[src/rtl/core/oaht_pkg.sv]
// oaht_pkg: shared types and constants for the open addressing hash table
// depends on nothing; used by open_addressing_hash_table, oaht_checker and the test bench

package oaht_pkg;

	// default geometry
	localparam int SLOT_COUNT_DEF = 16;
	localparam int KEY_CHARS_DEF  = 8;

	// fixed port widths
	localparam int CMD_W   = 2;
	localparam int TEXT_W  = 64;
	localparam int LEN_W   = 4;
	localparam int VALUE_W = 8;
	localparam int INDEX_W = 4;
	localparam int CHAR_W  = 8;

	// shared multiplier operand width; (h + c) * c stays below 2^17
	localparam int MUL_W      = 17;
	localparam int HASH_SHIFT = MUL_W;

	// request commands; code 3 is unused, leaves the table unchanged and returns a failed result
	typedef enum logic [CMD_W-1:0] {
		CMD_INSERT = 2'd0,
		CMD_FIND   = 2'd1,
		CMD_DELETE = 2'd2
	} cmd_t;

	// sequencer states
	typedef enum logic [2:0] {
		ST_IDLE,
		ST_MUL,
		ST_QUO,
		ST_REM,
		ST_PROBE,
		ST_POST
	} state_t;

endpackage

[src/rtl/core/open_addressing_hash_table.sv]
// open_addressing_hash_table: slot table with linear probing, keyed by short strings
// depends on oaht_pkg (types, constants)

// One request at a time. The key hash runs through one shared multiplier, in these
// steps for each key character: the product (h + c) * c, a quotient by the reciprocal
// of SLOT_COUNT, and the remainder with one correction step. Probing then reads one
// slot per cycle from the key/value memory, with the compare on the registered read
// in the following cycle. in_ready is low from acceptance until the result is loaded
// into the output register, which then holds it while the next item can already be
// accepted. Valid marks are flip-flops cleared by reset, so no clearing pass is needed.

module open_addressing_hash_table #(
	parameter int SLOT_COUNT = oaht_pkg::SLOT_COUNT_DEF,
	parameter int KEY_CHARS  = oaht_pkg::KEY_CHARS_DEF
) (
	input  logic                          clk,
	input  logic                          arst_n,
	input  logic                          in_valid,
	output logic                          in_ready,
	input  logic [oaht_pkg::CMD_W-1:0]    cmd,
	input  logic [oaht_pkg::TEXT_W-1:0]   key_text,
	input  logic [oaht_pkg::LEN_W-1:0]    key_length,
	input  logic [oaht_pkg::VALUE_W-1:0]  entry_value,
	output logic                          out_valid,
	input  logic                          out_ready,
	output logic                          success,
	output logic [oaht_pkg::INDEX_W-1:0]  slot_index,
	output logic [oaht_pkg::VALUE_W-1:0]  value_out
);

	localparam int SLOT_BITS = (SLOT_COUNT > 1) ? $clog2(SLOT_COUNT) : 1;
	localparam int CNT_W     = $clog2(SLOT_COUNT + 1);
	localparam int KEY_W     = KEY_CHARS * oaht_pkg::CHAR_W;
	localparam int MUL_W     = oaht_pkg::MUL_W;
	localparam int RECIP     = (1 << oaht_pkg::HASH_SHIFT) / SLOT_COUNT;
	localparam int LEN_W     = oaht_pkg::LEN_W;
	localparam int VALUE_W   = oaht_pkg::VALUE_W;
	localparam int CHAR_W    = oaht_pkg::CHAR_W;

	oaht_pkg::state_t state_q, state_d;

	// request registers
	logic [oaht_pkg::CMD_W-1:0] cmd_q;
	logic [KEY_W-1:0]           key_q;
	logic [LEN_W-1:0]           len_q;
	logic [VALUE_W-1:0]         val_q;

	// hash datapath
	logic [KEY_W-1:0]     hsh_q;
	logic [LEN_W-1:0]     rem_q;
	logic [SLOT_BITS-1:0] h_q;
	logic [MUL_W-1:0]     p_q;
	logic [MUL_W-1:0]     q_q;
	logic [MUL_W-1:0]     mul_a, mul_b;
	logic [2*MUL_W-1:0]   prod;
	logic [MUL_W-1:0]     rem_raw, rem_fix;
	logic [CHAR_W-1:0]    hash_char;

	// probe datapath
	logic [SLOT_BITS-1:0] probe_q;
	logic [CNT_W-1:0]     issued_q;
	logic                 rd_live_q;
	logic                 rd_valid_q;
	logic [SLOT_BITS-1:0] rd_slot_q;
	logic [KEY_W-1:0]     rd_key_q;
	logic [LEN_W-1:0]     rd_len_q;
	logic [VALUE_W-1:0]   rd_val_q;
	logic                 rd_match, hit, miss, issue;

	// slot storage
	logic [SLOT_COUNT-1:0] slot_valid_q;
	logic [KEY_W-1:0]      key_mem [SLOT_COUNT];
	logic [LEN_W-1:0]      len_mem [SLOT_COUNT];
	logic [VALUE_W-1:0]    val_mem [SLOT_COUNT];

	// result staging and output register
	logic                 res_ok_q;
	logic [SLOT_BITS-1:0] res_slot_q;
	logic [VALUE_W-1:0]   res_val_q;
	logic                 out_valid_q;
	logic                 ok_q;
	logic [SLOT_BITS-1:0] slot_q;
	logic [VALUE_W-1:0]   vout_q;

	// input conditioning: clamp length, zero bytes beyond it
	logic                 in_acc;
	logic [LEN_W-1:0]     len_c;
	logic [KEY_W-1:0]     key_c;

	assign in_ready = (state_q == oaht_pkg::ST_IDLE);
	assign in_acc   = in_valid && in_ready;
	assign len_c    = (key_length > LEN_W'(KEY_CHARS)) ? LEN_W'(KEY_CHARS) : key_length;

	always_comb begin
		for (int b = 0; b < KEY_CHARS; b++) begin
			key_c[b*CHAR_W +: CHAR_W] = (LEN_W'(b) < len_c) ?
				key_text[b*CHAR_W +: CHAR_W] : '0;
		end
	end

	// shared multiplier and remainder correction
	assign hash_char = hsh_q[CHAR_W-1:0];
	assign prod      = (2*MUL_W)'(mul_a) * (2*MUL_W)'(mul_b);
	assign rem_raw   = p_q - prod[MUL_W-1:0];
	assign rem_fix   = (rem_raw >= MUL_W'(SLOT_COUNT)) ? rem_raw - MUL_W'(SLOT_COUNT) : rem_raw;

	// probe compare on the registered read
	assign rd_match = (cmd_q == oaht_pkg::CMD_INSERT) ? !rd_valid_q :
		(rd_valid_q && (rd_len_q == len_q) && (rd_key_q == key_q));
	assign hit   = (state_q == oaht_pkg::ST_PROBE) && rd_live_q && rd_match;
	assign miss  = (state_q == oaht_pkg::ST_PROBE) && !rd_live_q &&
		(issued_q == CNT_W'(SLOT_COUNT));
	assign issue = (state_q == oaht_pkg::ST_PROBE) && !hit &&
		(issued_q != CNT_W'(SLOT_COUNT));

	// state register
	always_ff @(posedge clk or negedge arst_n) begin
		if (!arst_n) begin
			state_q <= oaht_pkg::ST_IDLE;
		end else begin
			state_q <= state_d;
		end
	end

	// next state and multiplier operand select
	always_comb begin
		state_d = state_q;
		mul_a   = '0;
		mul_b   = '0;
		case (state_q)
			oaht_pkg::ST_IDLE: begin
				if (in_acc) begin
					if (!(cmd == oaht_pkg::CMD_INSERT || cmd == oaht_pkg::CMD_FIND ||
						cmd == oaht_pkg::CMD_DELETE)) begin
						state_d = oaht_pkg::ST_POST;
					end else if (len_c == '0) begin
						state_d = oaht_pkg::ST_PROBE;
					end else begin
						state_d = oaht_pkg::ST_MUL;
					end
				end
			end
			oaht_pkg::ST_MUL: begin
				mul_a   = MUL_W'(h_q) + MUL_W'(hash_char);
				mul_b   = MUL_W'(hash_char);
				state_d = oaht_pkg::ST_QUO;
			end
			oaht_pkg::ST_QUO: begin
				mul_a   = p_q;
				mul_b   = MUL_W'(RECIP);
				state_d = oaht_pkg::ST_REM;
			end
			oaht_pkg::ST_REM: begin
				mul_a   = q_q;
				mul_b   = MUL_W'(SLOT_COUNT);
				state_d = (rem_q == LEN_W'(1)) ? oaht_pkg::ST_PROBE : oaht_pkg::ST_MUL;
			end
			oaht_pkg::ST_PROBE: begin
				if (hit || miss) begin
					state_d = oaht_pkg::ST_POST;
				end
			end
			oaht_pkg::ST_POST: begin
				if (!out_valid_q || out_ready) begin
					state_d = oaht_pkg::ST_IDLE;
				end
			end
			default: begin
				state_d = oaht_pkg::ST_IDLE;
			end
		endcase
	end

	// request capture and hash iteration
	always_ff @(posedge clk or negedge arst_n) begin
		if (!arst_n) begin
			rem_q <= '0;
			h_q   <= '0;
		end else begin
			if (in_acc) begin
				rem_q <= len_c;
				h_q   <= '0;
			end else if (state_q == oaht_pkg::ST_REM) begin
				rem_q <= rem_q - LEN_W'(1);
				h_q   <= SLOT_BITS'(rem_fix);
			end
		end
	end

	always_ff @(posedge clk) begin
		if (in_acc) begin
			cmd_q <= cmd;
			key_q <= key_c;
			len_q <= len_c;
			val_q <= entry_value;
			hsh_q <= key_c;
		end
		if (state_q == oaht_pkg::ST_MUL) begin
			p_q <= prod[MUL_W-1:0];
		end
		if (state_q == oaht_pkg::ST_QUO) begin
			q_q <= prod[oaht_pkg::HASH_SHIFT +: MUL_W];
		end
		if (state_q == oaht_pkg::ST_REM) begin
			hsh_q <= hsh_q >> CHAR_W;
		end
	end

	// probe sequencing: one read issued per cycle from the home slot, wrapping
	always_ff @(posedge clk or negedge arst_n) begin
		if (!arst_n) begin
			probe_q   <= '0;
			issued_q  <= '0;
			rd_live_q <= 1'b0;
		end else begin
			rd_live_q <= issue;
			if (state_d == oaht_pkg::ST_PROBE && state_q != oaht_pkg::ST_PROBE) begin
				probe_q  <= (state_q == oaht_pkg::ST_REM) ? SLOT_BITS'(rem_fix) : '0;
				issued_q <= '0;
			end else if (issue) begin
				probe_q  <= (probe_q == SLOT_BITS'(SLOT_COUNT - 1)) ? '0 :
					probe_q + SLOT_BITS'(1);
				issued_q <= issued_q + CNT_W'(1);
			end
		end
	end

	// slot memory: registered read during probing, write on insert hit
	always_ff @(posedge clk) begin
		if (issue) begin
			rd_key_q   <= key_mem[probe_q];
			rd_len_q   <= len_mem[probe_q];
			rd_val_q   <= val_mem[probe_q];
			rd_valid_q <= slot_valid_q[probe_q];
			rd_slot_q  <= probe_q;
		end
		if (hit && cmd_q == oaht_pkg::CMD_INSERT) begin
			key_mem[rd_slot_q] <= key_q;
			len_mem[rd_slot_q] <= len_q;
			val_mem[rd_slot_q] <= val_q;
		end
	end

	// valid marks
	always_ff @(posedge clk or negedge arst_n) begin
		if (!arst_n) begin
			slot_valid_q <= '0;
		end else if (hit) begin
			case (cmd_q)
				oaht_pkg::CMD_INSERT: slot_valid_q[rd_slot_q] <= 1'b1;
				oaht_pkg::CMD_DELETE: slot_valid_q[rd_slot_q] <= 1'b0;
				default:              slot_valid_q[rd_slot_q] <= slot_valid_q[rd_slot_q];
			endcase
		end
	end

	// result staging
	always_ff @(posedge clk) begin
		if (hit) begin
			res_ok_q   <= 1'b1;
			res_slot_q <= rd_slot_q;
			res_val_q  <= (cmd_q == oaht_pkg::CMD_INSERT) ? '0 : rd_val_q;
		end else if (miss || (in_acc && state_d == oaht_pkg::ST_POST)) begin
			res_ok_q   <= 1'b0;
			res_slot_q <= '0;
			res_val_q  <= '0;
		end
	end

	// output register
	always_ff @(posedge clk or negedge arst_n) begin
		if (!arst_n) begin
			out_valid_q <= 1'b0;
		end else if (state_q == oaht_pkg::ST_POST && (!out_valid_q || out_ready)) begin
			out_valid_q <= 1'b1;
		end else if (out_ready) begin
			out_valid_q <= 1'b0;
		end
	end

	always_ff @(posedge clk) begin
		if (state_q == oaht_pkg::ST_POST && (!out_valid_q || out_ready)) begin
			ok_q   <= res_ok_q;
			slot_q <= res_slot_q;
			vout_q <= res_val_q;
		end
	end

	assign out_valid  = out_valid_q;
	assign success    = ok_q;
	assign slot_index = oaht_pkg::INDEX_W'(slot_q);
	assign value_out  = vout_q;

endmodule

[config.mk]
export PLATFORM = sky130hd
export DESIGN_NAME = open_addressing_hash_table
export DESIGN_NICKNAME = d
export VERILOG_FILES = /design/src/rtl/core/oaht_pkg.sv /design/src/rtl/core/open_addressing_hash_table.sv
export SDC_FILE = /design/constraint.sdc
export NUM_CORES = 2
export LEC_CHECK = 0
export BUFFER_PORTS_ARGS = -buffer_cell sky130_fd_sc_hd__buf_2
export CAP_MARGIN = 25
export CORE_MARGIN = 5
export CORE_UTILIZATION = 30
export DETAILED_ROUTE_END_ITERATION = 10
export GPL_TIMING_DRIVEN = 0
export PLACE_DENSITY_LB_ADDON = 0.05
export SYNTH_ARGS = -nofsm -noshare
export SYNTH_HDL_FRONTEND = slang
export SYNTH_SLANG_ARGS = --single-unit
export TNS_END_PERCENT = 30
[constraint.sdc]
create_clock -name clk -period 10 [get_ports clk]
set_clock_uncertainty 0.05 [all_clocks]
set_input_delay 1 -clock clk [delete_from_list [all_inputs] [get_ports clk]]
set_output_delay 1 -clock clk [all_outputs]
set_load 0.02 [all_outputs]
**After elaboration in Yosys (flattened, before gate mapping)**

Memories as Yosys holds them, arrays and structs flattened. A register that Yosys moved wholly into a read port is not among the register bits.
Index checks and enable logic that the tools add are counted.

- RAM bits: 1216
- Output and inout port bits: 15
- Logic and storage cells: 147
- Register bits after elaboration: 245
- Memories: 3
- Bits in latches: 0
- Bits in read-only memories: 0
- Bits of input ports: 82

Memories:

| memory | words | width | read ports | clocked after memory_dff | write ports | line | text |
|---|---|---|---|---|---|---|---|
| key_mem | 16 | 64 | 1 | 1 | 1 | open_addressing_hash_table.sv:72 | `logic [KEY_W-1:0] key_mem [SLOT_COUNT];` |
| val_mem | 16 | 8 | 1 | 1 | 1 | open_addressing_hash_table.sv:74 | `logic [VALUE_W-1:0] val_mem [SLOT_COUNT];` |
| len_mem | 16 | 4 | 1 | 1 | 1 | open_addressing_hash_table.sv:73 | `logic [LEN_W-1:0] len_mem [SLOT_COUNT];` |

- $lt $le $gt $ge: 13
- Bitwise logic cells: 3
- Equality and inequality tests: 17
- Mux-type cells: 49
- Add/subtract/negate cells: 6
- $mul: 1
- Div/mod/pow operators: 0
- Shift operators: 0
- Reductions and logical operators: 31

Operators by type and width:

| cell | count |
|---|---|
| $mux 56 | 2 |
| $mux 8 | 11 |
| $eq 64x64->1 | 1 |
| $pmux 17 s3 | 1 |
| $mux 4 | 12 |
| $pmux 14 s3 | 1 |
| $mul 17x17->34 | 1 |
| $pmux 16 s2 | 1 |
| $mux 3 | 6 |
| $pmux 3 s6 | 1 |
| $ge 17x5->1 const B | 1 |
| $sub 17x17->17 | 1 |
| $and 16x16->16 | 1 |
| $bwmux 16 | 1 |
| $lt 3x4->1 const A | 4 |
| $not 16->16 | 1 |
| $or 16x16->16 | 1 |
| $logic_and 1x1->1 | 14 |
| $eq 3x3->1 const B | 4 |
| $lt 4x5->1 const B | 2 |
| $mux 5 | 2 |
| $add 4x8->9 | 1 |
| $bmux 1 s4 | 2 |
| $lt 1x4->1 const A | 2 |
| other kinds (24) | 46 |

**Logic depth before layout (Yosys ltp)**

- Depth in word-level cells: 13
- Gate-level depth with buffers: 31
- Depth with buffers taken out: 31

**Worst setup path before layout**

No wires, ideal clock.

- Path type: reg-to-reg
- Start: reg state_q[1]
- End: reg probe_q[1]
- Buffers on the path: 1
- Setup slack: 1944 ps
- Required time: 9856 ps
- Library setup time: 94 ps
- Clock period less this slack: 8056 ps
- Arrival: 7912 ps
- Cell stages (with the launch flop): 8
- Path through: dfrtp_1 -> and2b_1 -> and2b_1 -> nand2_1 -> nor4_1 -> clkbuf_1 -> nor3_1 -> a221o_1

- Elaborated cells on any way between the ends: 32
- Those cells by class: add/sub (2); mul (1); order compare (1); eq/ne (7); mux (9); reduce/logical (12)

RTL lines:

| what | line | text |
|---|---|---|
| from (decl) | open_addressing_hash_table.sv:40 | `oaht_pkg::state_t state_q, state_d;` |
| from (signal assigned) | open_addressing_hash_table.sv:119 | `state_q <= oaht_pkg::ST_IDLE;` |
| from (signal assigned) | open_addressing_hash_table.sv:121 | `state_q <= state_d;` |
| $eq 3x3->1 * | open_addressing_hash_table.sv:110, open_addressing_hash_table.sv:113 |  |
| $logic_and 1x1->1 (2 in a row) | open_addressing_hash_table.sv:110 | `assign hit = (state_q == oaht_pkg::ST_PROBE) && rd_live_q && rd_match;` |
| $logic_not 1->1 | open_addressing_hash_table.sv:113 | `assign issue = (state_q == oaht_pkg::ST_PROBE) && !hit &&` |
| $logic_and 1x1->1 * (2 in a row) | open_addressing_hash_table.sv:113 |  |
| via issue | open_addressing_hash_table.sv:68 | `logic rd_match, hit, miss, issue;` |
| $reduce_bool 2->1 (no source line) * | -- |  |
| to (signal assigned) | open_addressing_hash_table.sv:218 | `probe_q <= (state_q == oaht_pkg::ST_REM) ? SLOT_BITS'(rem_fix) : '0;` |
| to (signal assigned) | open_addressing_hash_table.sv:221 | `probe_q <= (probe_q == SLOT_BITS'(SLOT_COUNT - 1)) ? '0 :` |
| to (decl) | open_addressing_hash_table.sv:60 | `logic [SLOT_BITS-1:0] probe_q;` |

Mark *: on every way through the listed nets, which the timed path passes. The rest lies on a longest branch.
A chain may end at the register's enable or synchronous reset.

**Final worst setup path**

- Start: reg state_q[0]
- End: reg q_q[11] (data pin)

- Word-level cells in the longest chain between the ends: 3
- Elaborated cells on any way between the ends: 6
- Those cells by class: mul (1); eq/ne (3); mux (2)

RTL lines:

| what | line | text |
|---|---|---|
| $eq 3x2->1 / $eq 3x1->1 (equally long branches) | open_addressing_hash_table.sv:130 | `case (state_q)` |
| $pmux 17 s3 / $pmux 14 s3 (equally long branches) | open_addressing_hash_table.sv:130 |  |
| $mul 17x17->34 * | open_addressing_hash_table.sv:103 | `assign prod = (2*MUL_W)'(mul_a) * (2*MUL_W)'(mul_b);` |
| via prod[28] | open_addressing_hash_table.sv:55 | `logic [2*MUL_W-1:0] prod;` |
| to (signal assigned) | open_addressing_hash_table.sv:202 | `q_q <= prod[oaht_pkg::HASH_SHIFT +: MUL_W];` |
| to (decl) | open_addressing_hash_table.sv:53 | `logic [MUL_W-1:0] q_q;` |

Marks and branches as above.

==> results.yml <==
run_status:
  outcome: "finished clean"
yosys:
  yosys-top-cells-area: "edfxtp_1 70%, mux4_2 14%, fa_1 3.1%"
  yosysTopAreaCell: "edfxtp_1"
  yosysSeqAreaShare_pct: 71.7
  yosysMostFrequentCell: "edfxtp_1"
  ys.flop_type: "edfxtp_1"
  ys_async_sr_fraction_pct: 2.48
  syn_inst: 3149
  netlist_area_um2: 63800
  synth.distinct_cells: 64
  synth_common_cells: "1487 x edfxtp_1, 390 x mux4_2, 172 x inv_1"
  synth_edf_count: 1487
  synth_top_area_share_pct: 70.0
  synth-seq-cells: 1534
  yosysWarnings: 0
  avgSynthCellArea_um2: 20.3
drt:
  drtIter0Drc: 2579
  routed_via_density: 4.84
  routed_wl_um: 201000
  wl_per_cell_um: 30.2
  vias: 32180
  ant_nets: 0
  dr.pass1.iters: 6
  drc_errors: 0
final_layout:
  stdcell_area_um2: 76900
  final_util_pct: 36.3
  drive_gt1_share_pct: 27.6
  multi_input_comb_area_um2: 17200
  seqCellArea_um2: 45800
  nets: 3964
  syn_to_final_growth_pct: 20.6
  fill_cells: 19670
place:
  post_dp_cell_area_um2: 71200
  place.gp.congestion: 0.763
  dp_hpwl_um: 146000
  dp_slack_ps: 477
  portBuffers: 96
power:
  total_power_mw: 22.6
  netSwitchingFraction_pct: 33.2
  combPwrFrac_pct: 34.6
  switching_power_mw: 7.51
  sequentialPowerShare_pct: 37.4
  p_int_mw: 15.1
  ir_worst_vdd_mv: 0.296
  power_density_nw_per_um2: 294
  p_leak_nw: 25.9
  clkPwrFrac_pct: 28.0
worst_setup_path:
  r2r-start: "state_q[0]$_DFF_PN0_"
  endpoint_kind: "flip-flop"
  critPathKind: "reg2reg"
  slowest_stage: "buf_2"
  r2r.worst_path.cells: 27
  critPathCapture: "q_q[11]$_DFFE_PN_"
  crit_start: "state_q[0]$_DFF_PN0_"
  cp.arrival_ps: 9570
  crit_fanout: 26
  reg2reg_slack_ps: 900
  crit_family: "adder cells"
  r2r_end: "q_q[11]$_DFFE_PN_"
  slowest_delay_ps: 670
  start_kind: "flip-flop"
  worst-path-buf-inv: 9
  cp.required_ps: 10480
  cp.depth: 27
floorplanning:
  num_io_pins: 97
  die_h_um: 471
  rows: 169
  die_w_um: 471
  initial_core_util_pct: 30.1
  coreArea_um2: 212000
  dieArea_um2: 222000
clocking:
  insertion_delay_ps: 830
  root_buffer: "clkbuf_16"
  h-tree-depth: 4
  post-cts-setup-buffers: 0
  clkTransAtPathRegs_ps: 60
  cts_tree: "built"
  numCtsBuffers: 175
  cts_buffer_depth: 3
  clkSinkCount: 1534
  hold_buffers: 0
  cts_resized: 0
sta:
  final.setup.tns_ps: 0
  finalHoldViolations: 0
  slew_headroom_pct: 25.4
  fmax_mhz: 110
  tightest_slew_ps: 1120
  timing.final.crit_share_pct: 91.0
  setup_viol: 0
  fin_crit_ps: 9100
  maxSlewViolCount: 0
  fin_ws_ps: 902
  rsz0062_at_grt: "no"
grt:
  grt_pass1_wl_um: 278000
  grt_usage_pct: 18.0
  grt_antenna_before_repair: 18
  grt_max_degree: 60
  grt_pass1_vias: 34532
  overflow: 0
min_path:
  hold_class: "in2async"
job:
  cap_viol_max_count: 0
-- state kept, by name, indices dropped and copies added, names as in the netlist, 5 cells and up --
signal / count
len_mem: 64
hsh_q: 64
val_q: 8
value_out: 8
val_mem: 128
key_q: 64
key_mem: 1024
res_val_q: 8
issued_q: 5
slot_valid_q: 16
p_q: 17
rd_key_q: 64
q_q: 14
rd_val_q: 8
-- logic make-up after synthesis --
group | Yosys count | synth area share, %
other cells | 2 | 0.0118
xor+xnor | 105 | 1.44
compound gates | 119 | 1.25
buf+inv | 298 | 1.77
simple gates | 414 | 3.38
mux | 468 | 15.1
flops | 1534 | 71.7
fa+ha+maj | 209 | 5.27
-- area by class of cell --
class	instances	area share [%]
inverter	173	0.844
timing repair buffer	290	4.64
multi-input combinational	1374	22.4
buffer	125	0.641
sequential	1534	59.5
tap	2821	4.59
clock inverter	110	1.36
antenna	5	0.0163
clock buffer	212	5.99
-- per-stage QoR --
stage / hold WS [ps] / instances
4_1_cts: 240 / 6636
5_1_grt: 98.0 / 6642
3_3_place_gp: 369 / 6123
2_1_floorplan: 350 / 3206
3_5_place_dp: 355 / 6314
6_report: 111 / 6644
-- metal layers --
metal / up-vias / track usage (%) / routed length [um]
met4: 8 / 6.33 / 7100
met3: 289 / 2.80 / 8300
met2: 789 / 31.2 / 102000
li1: 13573 / - / -
met1: 17521 / 22.9 / 83000
met5: - / 0 / 45
-- layout by cell type (no fill, tap or decap), drive strengths merged, types with 5 or more instances in the layout --
cell type  count
nand2b        18
a221o          5
nor3          24
a21oi         32
a21o          23
dfrtp         38
mux4         390
inv          182
buf          319
nor2b         17
bufinv        17
a211oi         6
and3           8
fa           100
diode          5
o21ai         22
nor3b          6
xor2          31
dfxtp          9
and2          86
or2            6
edfxtp      1487
nand4         14
clkbuf       308
conb          59
xnor2         74
clkinv        81
nand2         92
mux2i          5
ha           109
nor4          17
nand3         21
mux2          73
nor2          90
a221oi         5
-- power groups by stage --
stage | combinational [mW] | sequential [mW] | clock (mW)
floorplan | 5.08 | 8.40 | 0
global route | 8.66 | 8.52 | 6.79
CTS | 8.01 | 8.47 | 6.53
finish | 7.83 | 8.46 | 6.34
detailed placement | 7.94 | 8.59 | 0
global placement | 7.51 | 8.63 | 0
-- worst min-delay path by stage --
stage                                 from  slack [ps]                 endpoint
2_1_floorplan  res_slot_q[0]$_SDFFCE_PN0P_         350  slot_index[0]$_DFFE_PP_
3_3_place_gp    res_val_q[4]$_SDFFCE_PP0P_         370   value_out[4]$_DFFE_PP_
3_5_place_dp    res_val_q[3]$_SDFFCE_PP0P_         350   value_out[3]$_DFFE_PP_
4_1_cts                     entry_value[0]         240       val_q[0]$_DFFE_PP_
5_1_grt                             arst_n         100  issued_q[3]$_DFFE_PN0P_
6_report                            arst_n         110  issued_q[3]$_DFFE_PN0P_
No activity file was read; power rests on OpenSTA's default activity.
